**config.mk**
```make
export PLATFORM = sky130hd
export DESIGN_NAME = sync_length_checksum_frame_receiver
export DESIGN_NICKNAME = d
export VERILOG_FILES = /design/src/rtl/core/slcfr_pkg.sv /design/src/rtl/core/slcfr_front.sv /design/src/rtl/core/slcfr_fifo.sv /design/src/rtl/core/slcfr_back.sv /design/src/rtl/core/sync_length_checksum_frame_receiver.sv
export VERILOG_INCLUDE_DIRS = /design/src /design/src/rtl/core
export SDC_FILE = /design/constraint.sdc
export NUM_CORES = 1
export LEC_CHECK = 0
export BUFFER_PORTS_ARGS = -buffer_cell sky130_fd_sc_hd__buf_2
export CORE_MARGIN = 2
export CORE_UTILIZATION = 62
export DETAILED_ROUTE_END_ITERATION = 10
export GPL_TIMING_DRIVEN = 0
export PLACE_DENSITY_LB_ADDON = 0.3
export SLEW_MARGIN = 20
export SYNTH_ARGS = -nofsm -noshare
export SYNTH_HDL_FRONTEND = slang
export SYNTH_HIERARCHICAL = 1
export SYNTH_SLANG_ARGS = --single-unit
```
**constraint.sdc**
```tcl
create_clock -name clk -period 3.6 [get_ports clk]
set_input_delay 0.18 -clock clk [delete_from_list [all_inputs] [get_ports clk]]
set_output_delay 0.18 -clock clk [all_outputs]
set_load 0.02 [all_outputs]
```
**src/rtl/core/assert_macros.svh**
```systemverilog
// Assertion helpers shared by the RTL. Each checks on the rising edge of clk
// and is off while rst_n is low.
`ifndef ASSERT_MACROS_SVH
`define ASSERT_MACROS_SVH

`ifndef SYNTHESIS

// Check that a condition holds on every clock edge.
`define ASSERT_ALWAYS(lbl, cond) \
  lbl: assert property (@(posedge clk) disable iff (!rst_n) (cond)) \
    else $error("assertion failed: condition does not hold");

// Check that an antecedent implies a consequent in the same cycle.
`define ASSERT_IMPLY(lbl, ante, cons) \
  lbl: assert property (@(posedge clk) disable iff (!rst_n) (ante) |-> (cons)) \
    else $error("assertion failed: implication does not hold");

`else

`define ASSERT_ALWAYS(lbl, cond)
`define ASSERT_IMPLY(lbl, ante, cons)

`endif

`endif

```
**src/rtl/core/slcfr_pkg.sv**
```systemverilog
package slcfr_pkg;

  // Frame format
  localparam logic [7:0] SYNC_FIRST    = 8'hFF;
  localparam logic [7:0] SYNC_SECOND   = 8'h55;
  localparam logic [7:0] MAX_PAYLOAD   = 8'd15;
  localparam int         PAYLOAD_DEPTH = 15;

  // Parser phases
  localparam logic [2:0] PH_HUNT_FF = 3'd0;
  localparam logic [2:0] PH_WAIT_55 = 3'd1;
  localparam logic [2:0] PH_LENGTH  = 3'd2;
  localparam logic [2:0] PH_PAYLOAD = 3'd3;
  localparam logic [2:0] PH_CHECK   = 3'd4;

  // Result kinds
  localparam logic [2:0] K_PAYLOAD = 3'd0;
  localparam logic [2:0] K_EMPTY   = 3'd1;
  localparam logic [2:0] K_BADSUM  = 3'd2;
  localparam logic [2:0] K_BADSYNC = 3'd3;
  localparam logic [2:0] K_TOOLONG = 3'd4;
  localparam logic [2:0] K_LINEERR = 3'd5;

  // Commands from the parser to the emitter
  localparam logic [1:0] OP_STORE  = 2'd0;
  localparam logic [1:0] OP_SINGLE = 2'd1;
  localparam logic [1:0] OP_FRAME  = 2'd2;

  // Command queue
  localparam int QDEPTH = 4;
  localparam int QPTR_W = $clog2(QDEPTH);
  localparam int QCNT_W = $clog2(QDEPTH + 1);

  typedef struct packed {
    logic [1:0] op;
    logic [2:0] kind;
    logic [3:0] len;
    logic [3:0] idx;
    logic [7:0] data;
  } cmd_t;

endpackage

```
**src/rtl/core/slcfr_front.sv**
```systemverilog
module slcfr_front (
  input  logic              clk,
  input  logic              rst_n,
  input  logic              in_valid,
  output logic              in_ready,
  input  logic [7:0]        in_rx_byte,
  input  logic              in_line_error,
  input  logic              q_full,
  output logic              push,
  output slcfr_pkg::cmd_t   cmd
);
  import slcfr_pkg::*;

  logic [2:0] phase_r, phase_nxt;
  logic [7:0] sum_r, sum_nxt;
  logic [3:0] rem_r, rem_nxt;
  logic [3:0] len_r, len_nxt;
  logic [3:0] wpos_r, wpos_nxt;
  logic       accept;
  logic [7:0] expect_sum;

  assign in_ready   = !q_full;
  assign accept     = in_valid && !q_full;
  assign expect_sum = 8'd0 - sum_r;

  always_comb begin
    phase_nxt = phase_r;
    sum_nxt   = sum_r;
    rem_nxt   = rem_r;
    len_nxt   = len_r;
    wpos_nxt  = wpos_r;
    push      = 1'b0;
    cmd       = '0;
    if (accept) begin
      if (in_line_error) begin
        push      = 1'b1;
        cmd.op    = OP_SINGLE;
        cmd.kind  = K_LINEERR;
        phase_nxt = PH_HUNT_FF;
        sum_nxt   = '0;
        rem_nxt   = '0;
        len_nxt   = '0;
        wpos_nxt  = '0;
      end else begin
        case (phase_r)
          PH_WAIT_55: begin
            if (in_rx_byte == SYNC_SECOND) begin
              phase_nxt = PH_LENGTH;
            end else if (in_rx_byte != SYNC_FIRST) begin
              push      = 1'b1;
              cmd.op    = OP_SINGLE;
              cmd.kind  = K_BADSYNC;
              phase_nxt = PH_HUNT_FF;
              sum_nxt   = '0;
              rem_nxt   = '0;
              len_nxt   = '0;
              wpos_nxt  = '0;
            end
          end
          PH_LENGTH: begin
            if (in_rx_byte > MAX_PAYLOAD) begin
              push      = 1'b1;
              cmd.op    = OP_SINGLE;
              cmd.kind  = K_TOOLONG;
              phase_nxt = PH_HUNT_FF;
              sum_nxt   = '0;
              rem_nxt   = '0;
              len_nxt   = '0;
              wpos_nxt  = '0;
            end else begin
              sum_nxt   = in_rx_byte;
              len_nxt   = in_rx_byte[3:0];
              rem_nxt   = in_rx_byte[3:0];
              wpos_nxt  = '0;
              phase_nxt = (in_rx_byte == 8'd0) ? PH_CHECK : PH_PAYLOAD;
            end
          end
          PH_PAYLOAD: begin
            // Hand each payload byte to the emitter for storage
            push     = 1'b1;
            cmd.op   = OP_STORE;
            cmd.idx  = wpos_r;
            cmd.data = in_rx_byte;
            sum_nxt  = sum_r + in_rx_byte;
            wpos_nxt = wpos_r + 4'd1;
            rem_nxt  = rem_r - 4'd1;
            if (rem_r == 4'd1) begin
              phase_nxt = PH_CHECK;
            end
          end
          PH_CHECK: begin
            push = 1'b1;
            if (in_rx_byte != expect_sum) begin
              cmd.op   = OP_SINGLE;
              cmd.kind = K_BADSUM;
              cmd.len  = len_r;
            end else if (len_r == 4'd0) begin
              cmd.op   = OP_SINGLE;
              cmd.kind = K_EMPTY;
            end else begin
              cmd.op   = OP_FRAME;
              cmd.kind = K_PAYLOAD;
              cmd.len  = len_r;
            end
            phase_nxt = PH_HUNT_FF;
            sum_nxt   = '0;
            rem_nxt   = '0;
            len_nxt   = '0;
            wpos_nxt  = '0;
          end
          default: begin
            phase_nxt = (in_rx_byte == SYNC_FIRST) ? PH_WAIT_55 : PH_HUNT_FF;
          end
        endcase
      end
    end
  end

  always_ff @(posedge clk) begin
    if (!rst_n) begin
      phase_r <= PH_HUNT_FF;
      sum_r   <= '0;
      rem_r   <= '0;
      len_r   <= '0;
      wpos_r  <= '0;
    end else begin
      phase_r <= phase_nxt;
      sum_r   <= sum_nxt;
      rem_r   <= rem_nxt;
      len_r   <= len_nxt;
      wpos_r  <= wpos_nxt;
    end
  end

endmodule

```
**src/rtl/core/slcfr_fifo.sv**
```systemverilog
module slcfr_fifo (
  input  logic              clk,
  input  logic              rst_n,
  input  logic              push,
  input  slcfr_pkg::cmd_t   push_cmd,
  output logic              full,
  output logic              pop_valid,
  input  logic              pop,
  output slcfr_pkg::cmd_t   pop_cmd
);
  import slcfr_pkg::*;

  cmd_t              entry_r [QDEPTH];
  logic [QPTR_W-1:0] wr_ptr_r, wr_ptr_nxt;
  logic [QPTR_W-1:0] rd_ptr_r, rd_ptr_nxt;
  logic [QCNT_W-1:0] cnt_r, cnt_nxt;
  logic              do_push;
  logic              do_pop;

  assign full      = (cnt_r == QCNT_W'(QDEPTH));
  assign pop_valid = (cnt_r != '0);
  assign pop_cmd   = entry_r[rd_ptr_r];
  assign do_push   = push && !full;
  assign do_pop    = pop && pop_valid;

  always_comb begin
    wr_ptr_nxt = do_push ? wr_ptr_r + QPTR_W'(1) : wr_ptr_r;
    rd_ptr_nxt = do_pop  ? rd_ptr_r + QPTR_W'(1) : rd_ptr_r;
    cnt_nxt    = cnt_r;
    if (do_push && !do_pop) begin
      cnt_nxt = cnt_r + QCNT_W'(1);
    end else if (do_pop && !do_push) begin
      cnt_nxt = cnt_r - QCNT_W'(1);
    end
  end

  always_ff @(posedge clk) begin
    if (do_push) begin
      entry_r[wr_ptr_r] <= push_cmd;
    end
  end

  always_ff @(posedge clk) begin
    if (!rst_n) begin
      wr_ptr_r <= '0;
      rd_ptr_r <= '0;
      cnt_r    <= '0;
    end else begin
      wr_ptr_r <= wr_ptr_nxt;
      rd_ptr_r <= rd_ptr_nxt;
      cnt_r    <= cnt_nxt;
    end
  end

endmodule

```
**src/rtl/core/slcfr_back.sv**
```systemverilog
module slcfr_back (
  input  logic              clk,
  input  logic              rst_n,
  input  logic              cmd_valid,
  output logic              cmd_ready,
  input  slcfr_pkg::cmd_t   cmd,
  output logic              out_valid,
  input  logic              out_ready,
  output logic [2:0]        out_kind,
  output logic [7:0]        out_data_byte,
  output logic [3:0]        out_byte_index,
  output logic [3:0]        out_frame_length,
  output logic              out_last
);
  import slcfr_pkg::*;

  localparam logic [1:0] BK_IDLE = 2'd0;
  localparam logic [1:0] BK_READ = 2'd1;
  localparam logic [1:0] BK_SHOW = 2'd2;

  logic [7:0] mem [PAYLOAD_DEPTH];
  logic [7:0] mem_q_r;

  logic [1:0] bstate_r, bstate_nxt;
  logic [3:0] ridx_r, ridx_nxt;
  logic [3:0] rlen_r, rlen_nxt;
  logic       out_valid_r, out_valid_nxt;
  logic [2:0] out_kind_r, out_kind_nxt;
  logic [7:0] out_data_r, out_data_nxt;
  logic [3:0] out_idx_r, out_idx_nxt;
  logic [3:0] out_len_r, out_len_nxt;
  logic       out_last_r, out_last_nxt;
  logic       out_free;

  assign out_free  = !out_valid_r || out_ready;
  assign cmd_ready = (bstate_r == BK_IDLE) && cmd_valid &&
                     ((cmd.op != OP_SINGLE) || out_free);

  assign out_valid        = out_valid_r;
  assign out_kind         = out_kind_r;
  assign out_data_byte    = out_data_r;
  assign out_byte_index   = out_idx_r;
  assign out_frame_length = out_len_r;
  assign out_last         = out_last_r;

  always_comb begin
    bstate_nxt    = bstate_r;
    ridx_nxt      = ridx_r;
    rlen_nxt      = rlen_r;
    out_valid_nxt = out_valid_r;
    out_kind_nxt  = out_kind_r;
    out_data_nxt  = out_data_r;
    out_idx_nxt   = out_idx_r;
    out_len_nxt   = out_len_r;
    out_last_nxt  = out_last_r;
    if (out_valid_r && out_ready) begin
      out_valid_nxt = 1'b0;
    end
    case (bstate_r)
      BK_IDLE: begin
        if (cmd_ready) begin
          case (cmd.op)
            OP_SINGLE: begin
              out_valid_nxt = 1'b1;
              out_kind_nxt  = cmd.kind;
              out_data_nxt  = '0;
              out_idx_nxt   = '0;
              out_len_nxt   = cmd.len;
              out_last_nxt  = 1'b1;
            end
            OP_FRAME: begin
              rlen_nxt   = cmd.len;
              ridx_nxt   = '0;
              bstate_nxt = BK_READ;
            end
            default: begin
              // store commands only write the payload memory
            end
          endcase
        end
      end
      BK_READ: begin
        bstate_nxt = BK_SHOW;
      end
      BK_SHOW: begin
        if (out_free) begin
          out_valid_nxt = 1'b1;
          out_kind_nxt  = K_PAYLOAD;
          out_data_nxt  = mem_q_r;
          out_idx_nxt   = ridx_r;
          out_len_nxt   = rlen_r;
          out_last_nxt  = (ridx_r == rlen_r - 4'd1);
          if (ridx_r == rlen_r - 4'd1) begin
            bstate_nxt = BK_IDLE;
          end else begin
            ridx_nxt   = ridx_r + 4'd1;
            bstate_nxt = BK_READ;
          end
        end
      end
      default: begin
        bstate_nxt = BK_IDLE;
      end
    endcase
  end

  always_ff @(posedge clk) begin
    if (cmd_ready && (cmd.op == OP_STORE)) begin
      mem[cmd.idx] <= cmd.data;
    end
    if (bstate_r == BK_READ) begin
      mem_q_r <= mem[ridx_r];
    end
  end

  always_ff @(posedge clk) begin
    out_kind_r <= out_kind_nxt;
    out_data_r <= out_data_nxt;
    out_idx_r  <= out_idx_nxt;
    out_len_r  <= out_len_nxt;
    out_last_r <= out_last_nxt;
    ridx_r     <= ridx_nxt;
    rlen_r     <= rlen_nxt;
  end

  always_ff @(posedge clk) begin
    if (!rst_n) begin
      bstate_r    <= BK_IDLE;
      out_valid_r <= 1'b0;
    end else begin
      bstate_r    <= bstate_nxt;
      out_valid_r <= out_valid_nxt;
    end
  end

endmodule

```
**src/rtl/core/sync_length_checksum_frame_receiver.sv**
```systemverilog
// Frame receiver for a byte stream: hunts for the sync pair FF 55, reads a
// length (0 to 15), the payload and a checksum byte that negates the sum
// of length and payload modulo 256.
// Input channel: in_rx_byte / in_line_error with in_valid / in_ready. A byte
// is taken every cycle while the four-entry command queue has room; a full
// queue drops in_ready until the result side drains.
// Result channel: out_* fields with out_valid / out_ready. A good frame
// comes out as its payload bytes in order, out_last on the final one; a
// zero-length frame, a sync, length, checksum or line fault gives one result.
// A single result passes through the command queue and the emitter's output
// registers. A good frame's payload bytes come out one at a time: each takes a
// registered read of the payload memory in the emitter (BK_READ) and then the
// output registers (BK_SHOW).
// A stalled out_ready holds the current result; the parser keeps taking
// bytes until the queue fills.
// Reset (rst_n low, synchronous) empties the queue, drops out_valid and puts
// the parser back to hunting for the first sync byte.
module sync_length_checksum_frame_receiver (
  input  logic       clk,
  input  logic       rst_n,
  input  logic       in_valid,
  output logic       in_ready,
  input  logic [7:0] in_rx_byte,
  input  logic       in_line_error,
  output logic       out_valid,
  input  logic       out_ready,
  output logic [2:0] out_kind,
  output logic [7:0] out_data_byte,
  output logic [3:0] out_byte_index,
  output logic [3:0] out_frame_length,
  output logic       out_last
);
  import slcfr_pkg::*;

  `include "assert_macros.svh"

  cmd_t push_cmd;
  cmd_t pop_cmd;
  logic push;
  logic q_full;
  logic pop_valid;
  logic pop;

  slcfr_front u_front (
    .clk           (clk),
    .rst_n         (rst_n),
    .in_valid      (in_valid),
    .in_ready      (in_ready),
    .in_rx_byte    (in_rx_byte),
    .in_line_error (in_line_error),
    .q_full        (q_full),
    .push          (push),
    .cmd           (push_cmd)
  );

  slcfr_fifo u_fifo (
    .clk       (clk),
    .rst_n     (rst_n),
    .push      (push),
    .push_cmd  (push_cmd),
    .full      (q_full),
    .pop_valid (pop_valid),
    .pop       (pop),
    .pop_cmd   (pop_cmd)
  );

  slcfr_back u_back (
    .clk              (clk),
    .rst_n            (rst_n),
    .cmd_valid        (pop_valid),
    .cmd_ready        (pop),
    .cmd              (pop_cmd),
    .out_valid        (out_valid),
    .out_ready        (out_ready),
    .out_kind         (out_kind),
    .out_data_byte    (out_data_byte),
    .out_byte_index   (out_byte_index),
    .out_frame_length (out_frame_length),
    .out_last         (out_last)
  );

  `ASSERT_IMPLY(a_single_is_last, out_valid && (out_kind != K_PAYLOAD), out_last)
  `ASSERT_IMPLY(a_single_no_data, out_valid && (out_kind != K_PAYLOAD), out_data_byte == 8'd0)
  `ASSERT_IMPLY(a_idx_in_frame, out_valid && (out_kind == K_PAYLOAD), out_byte_index < out_frame_length)
  `ASSERT_IMPLY(a_last_at_end, out_valid && (out_kind == K_PAYLOAD), out_last == (out_byte_index == out_frame_length - 4'd1))
  `ASSERT_ALWAYS(a_queue_push_room, !(push && q_full))

endmodule

```
==> run summary <==
The multiplexer fraction of the synthesized cell area is 10.1%, and the die footprint is 20,400 um^2. Summing over every cut layer, the via total after detailed routing is 6,856. Sequential cell area: 7910 um^2. The worst setup path is of the reg2reg kind. After Yosys synthesis, and, or, nand and nor cells account for 9.96% of the synthesized area. The tools report the master cell of the clock root buffer as clkbuf_16. By area, the combinational part of the netlist is dominated by multiplexers. Sorting the synthesized cells by how often they occur yields edfxtp_1 (240), nand2_1 (40), nor2_1 (39), dfxtp_1 (35).

The tools report the number of buffers on the longest clock path as 3. The area of the core region was 18,800 um^2. The run gives 666 as the number of DRC markers in iteration 0.

Post-CTS timing repair inserted 0 buffers for setup. Once the clock tree was built, the resizer swapped 0 gates to a different size. The slew at the pin with the worst max-slew slack is 1.08 ns, and the width of the die is 143 um. The number of levels in the clock H-tree is 1, and the async set or reset register ratio after synthesis is 0%. Summed over all cells, the static leakage comes to 4.58 nW.

The number of placed instances, taps included, is 1,048. The biggest fanout along the worst timing path was 10; the total wire length was 24.5 mm. The highest routing layer actually used was met4. The run gives 0.17 ns as the setup slack of the most critical reg-to-reg path.

The required time at the worst-slack endpoint came out at 3.75 ns. Setup violations remaining at the end of the flow were counted as 0. Once placement finished, the instance area stood at 12,500 um^2. The die is 143 um tall. Top-level port count: 35.

Element type at the critical path end: a flip-flop. In the post-synthesis netlist, the biggest area contributors are edfxtp_1 (60%), dfxtp_1 (5.9%), mux4_2 (5.3%). The floorplan has 50 rows. Detailed placement ended at an HPWL of 16.2 mm. For the number of max-capacitance violations reported, the log shows 0. After global routing the overflow that remains totals 0. The length of routed wiring on met1 came out at 10.0 mm.

The area growth from synthesis to layout came out at 11.2%. The filler cell count in the final layout was 1,168; the length of routed met2 wiring was 12.3 mm. Final cell count without fillers: 1,095.

The flow ran to the end, and the final reports show no timing, DRC or antenna violations. The number of global-route vias before repair is 6,912. For this run, the number of Yosys warnings is 6. The number of buffers created by CTS was 28; the maximum vdd ir drop was 331 uV.

After routing, the total negative slack on setup checks comes to 0 ns. Once routing completed, OpenROAD measured the worst setup slack at 0.166 ns. The clock insertion delay at the later pin of the skew report came out at 0.53 ns.

TritonCTS built the clock tree. After layout, the minimum clock period comes to 3.43 ns. Summing all non-filler instances in the final layout gives an area of 13,300 um^2. Counting flops and latches in the post-synthesis netlist gives 275.

The type of element launching the critical path was a flip-flop. Counting every instance in the synthesized netlist gives 755. Hold repair after CTS inserted 0 buffers. Routability-driven placement finished with a final weighted congestion of 0.909. In the finished design, the share of the clock period the worst path needs comes to 95.4%. The average cell area after synthesis was 15.8 um^2.

Sequential area share after synthesis: 66.2%. Detailed-routed wire length on met3: 1.57 mm. The synthesized design devotes to its leading area cell type 60.3% of total area.

The number of flops mapped to enable cells by yosys is 240, and the worst hold-check slack is 0.0180 ns. The pre-antenna-repair detailed-routing pass consisted of 5 iterations. The total count of hold-check failures in the final report is 0, and the post-placement setup slack is 0.268 ns. The clock sink count was 275; the initial cell density of the core was 63.5%.

For the initial antenna violation count, the log shows 0. In this run the remaining antenna-violating nets after routing total 0. The mapped netlist covers 12,000 um^2. Global routing used 25.2% of the available tracks across all layers. After Yosys synthesis, full adders, half adders and majority gates account for 2.22% of the synthesized area. For the peak clock frequency supported by timing, the log shows 0.291 GHz. The post-synthesis xor/xnor area fraction was 2.32%.

The path type of the worst min-delay path is in2reg. The count of input and output buffers came out at 33. The antenna diode count came out at 0. Power spread over the standard cell area amounts to 644 nW/um^2.

The total number of nets in the final design is 851. Setup repair after global routing left no endpoint under its margin. Of all cell types, the one taking the most synthesized area is edfxtp_1. The total power after layout is 8.56 mW.

The multi-input combinational cells in the finished layout cover a total of 3710 um^2. Data on the critical path arrives at its endpoint at 3.58 ns. Count of unresolved DRC violations after routing: 0. Among all flip-flop cells after synthesis, the most frequent one is edfxtp_1. Worst setup skew after layout: 0.0138 ns. Cells with a size suffix above 1 make up 17.7% of the layout. The cell with the most instances after synthesis was edfxtp_1. After clock tree synthesis, the clock-pin slew on the worst setup and hold paths is 0.06 ns. The first global-routing pass estimated 38.7 mm of wire. The tools report the count of final max-slew check failures as 0. Dividing the detail-routed via count by the number of cells gives 6.26. Entering global routing, the biggest net connects 22 pins.

Cells fill 70.6% of the core in the end. In this run the tightest slew margin relative to its limit is 28.2%. Average detailed-routed wire length per instance: 22.4 um. The post-synthesis cell type count came out at 83. The net count after synthesis is 788. The synthesized netlist devotes 6.18% of its cell area to compound gates.
==> area by class of cell <==
class / count / share of cell area [%]
Inverter: 20 / 0.565
Sequential cell: 275 / 59.5
Tap cell: 260 / 2.45
Timing Repair Buffer: 33 / 1.24
Multi-Input combinational cell: 422 / 27.9
Clock inverter: 7 / 0.301
Buffer: 38 / 2.18
Clock buffer: 40 / 5.85
==> critical path: stages (launching register included) <==
cell and delay [ns]:
dfxtp_1 0.44, buf_6 0.23, mux4_2 0.58, nor4b_4 0.48, or4b_1 0.62, nor3_2 0.69
==> layer usage <==
layer,vias up,GRT usage [%]
met4,0,6.77
met3,56,4.29
met2,262,43.1
met1,3469,33.8
li1,3069,-
met5,-,0
==> kinds of logic after synthesis <==
group	count (synthesis)
AOI/OAI and AO/OA	98
xor gates and xnor gates	30
adders and majority gates	20
buffers and inverters	58
DFF	275
muxes	58
and+or+nand+nor	216
==> final timing paths <==
check	to	cells past startpoint	from
hold reg to reg	u_front/rem_r[1]	2	u_front/rem_r[1]
setup reg to reg	u_back/mem[0][1]	5	flip-flop
hold / removal	u_back/bstate_r[1]	4	out_ready
setup / recovery	u_back/mem[0][1]	5	flip-flop
==> cell usage in the layout, fill, tap and decap left out, types with 5 or more instances in the layout <==
master / n
inv_1: 19
nor2_1: 37
buf_6: 9
nor3_1: 17
and3_1: 13
mux2i_1: 12
nand2_1: 40
xor2_1: 11
dfxtp_1: 35
and2_1: 25
xnor2_1: 18
a21o_1: 5
buf_2: 41
mux4_2: 28
nor3_2: 5
nor2b_1: 7
nand4_1: 5
nand3_1: 16
clkbuf_16: 29
a21oi_1: 16
a221o_1: 8
clkbuf_1: 22
or4_1: 6
o21ai_0: 17
ha_1: 18
nand2b_1: 12
mux4_1: 17
edfxtp_1: 240
a22o_1: 11
==> state kept, by name (all words and copies together) (netlist names), 8 cells and up, named ones only <==
signal	count
u_front/sum_r	8
u_back/out_data_byte	8
u_back/mem	120
u_back/mem_q_r	8
u_fifo/entry_r	84
==> where the power goes <==
group | total [mW] | leakage [nW] | internal, mW | switching [mW]
sequential | 4.08 | 2.48 | 3.96 | 0.129
combinational | 1.89 | 1.71 | 0.753 | 1.13
clock | 2.59 | 0.398 | 1.49 | 1.11
Note: power is estimated with default switching activity, not from simulation.
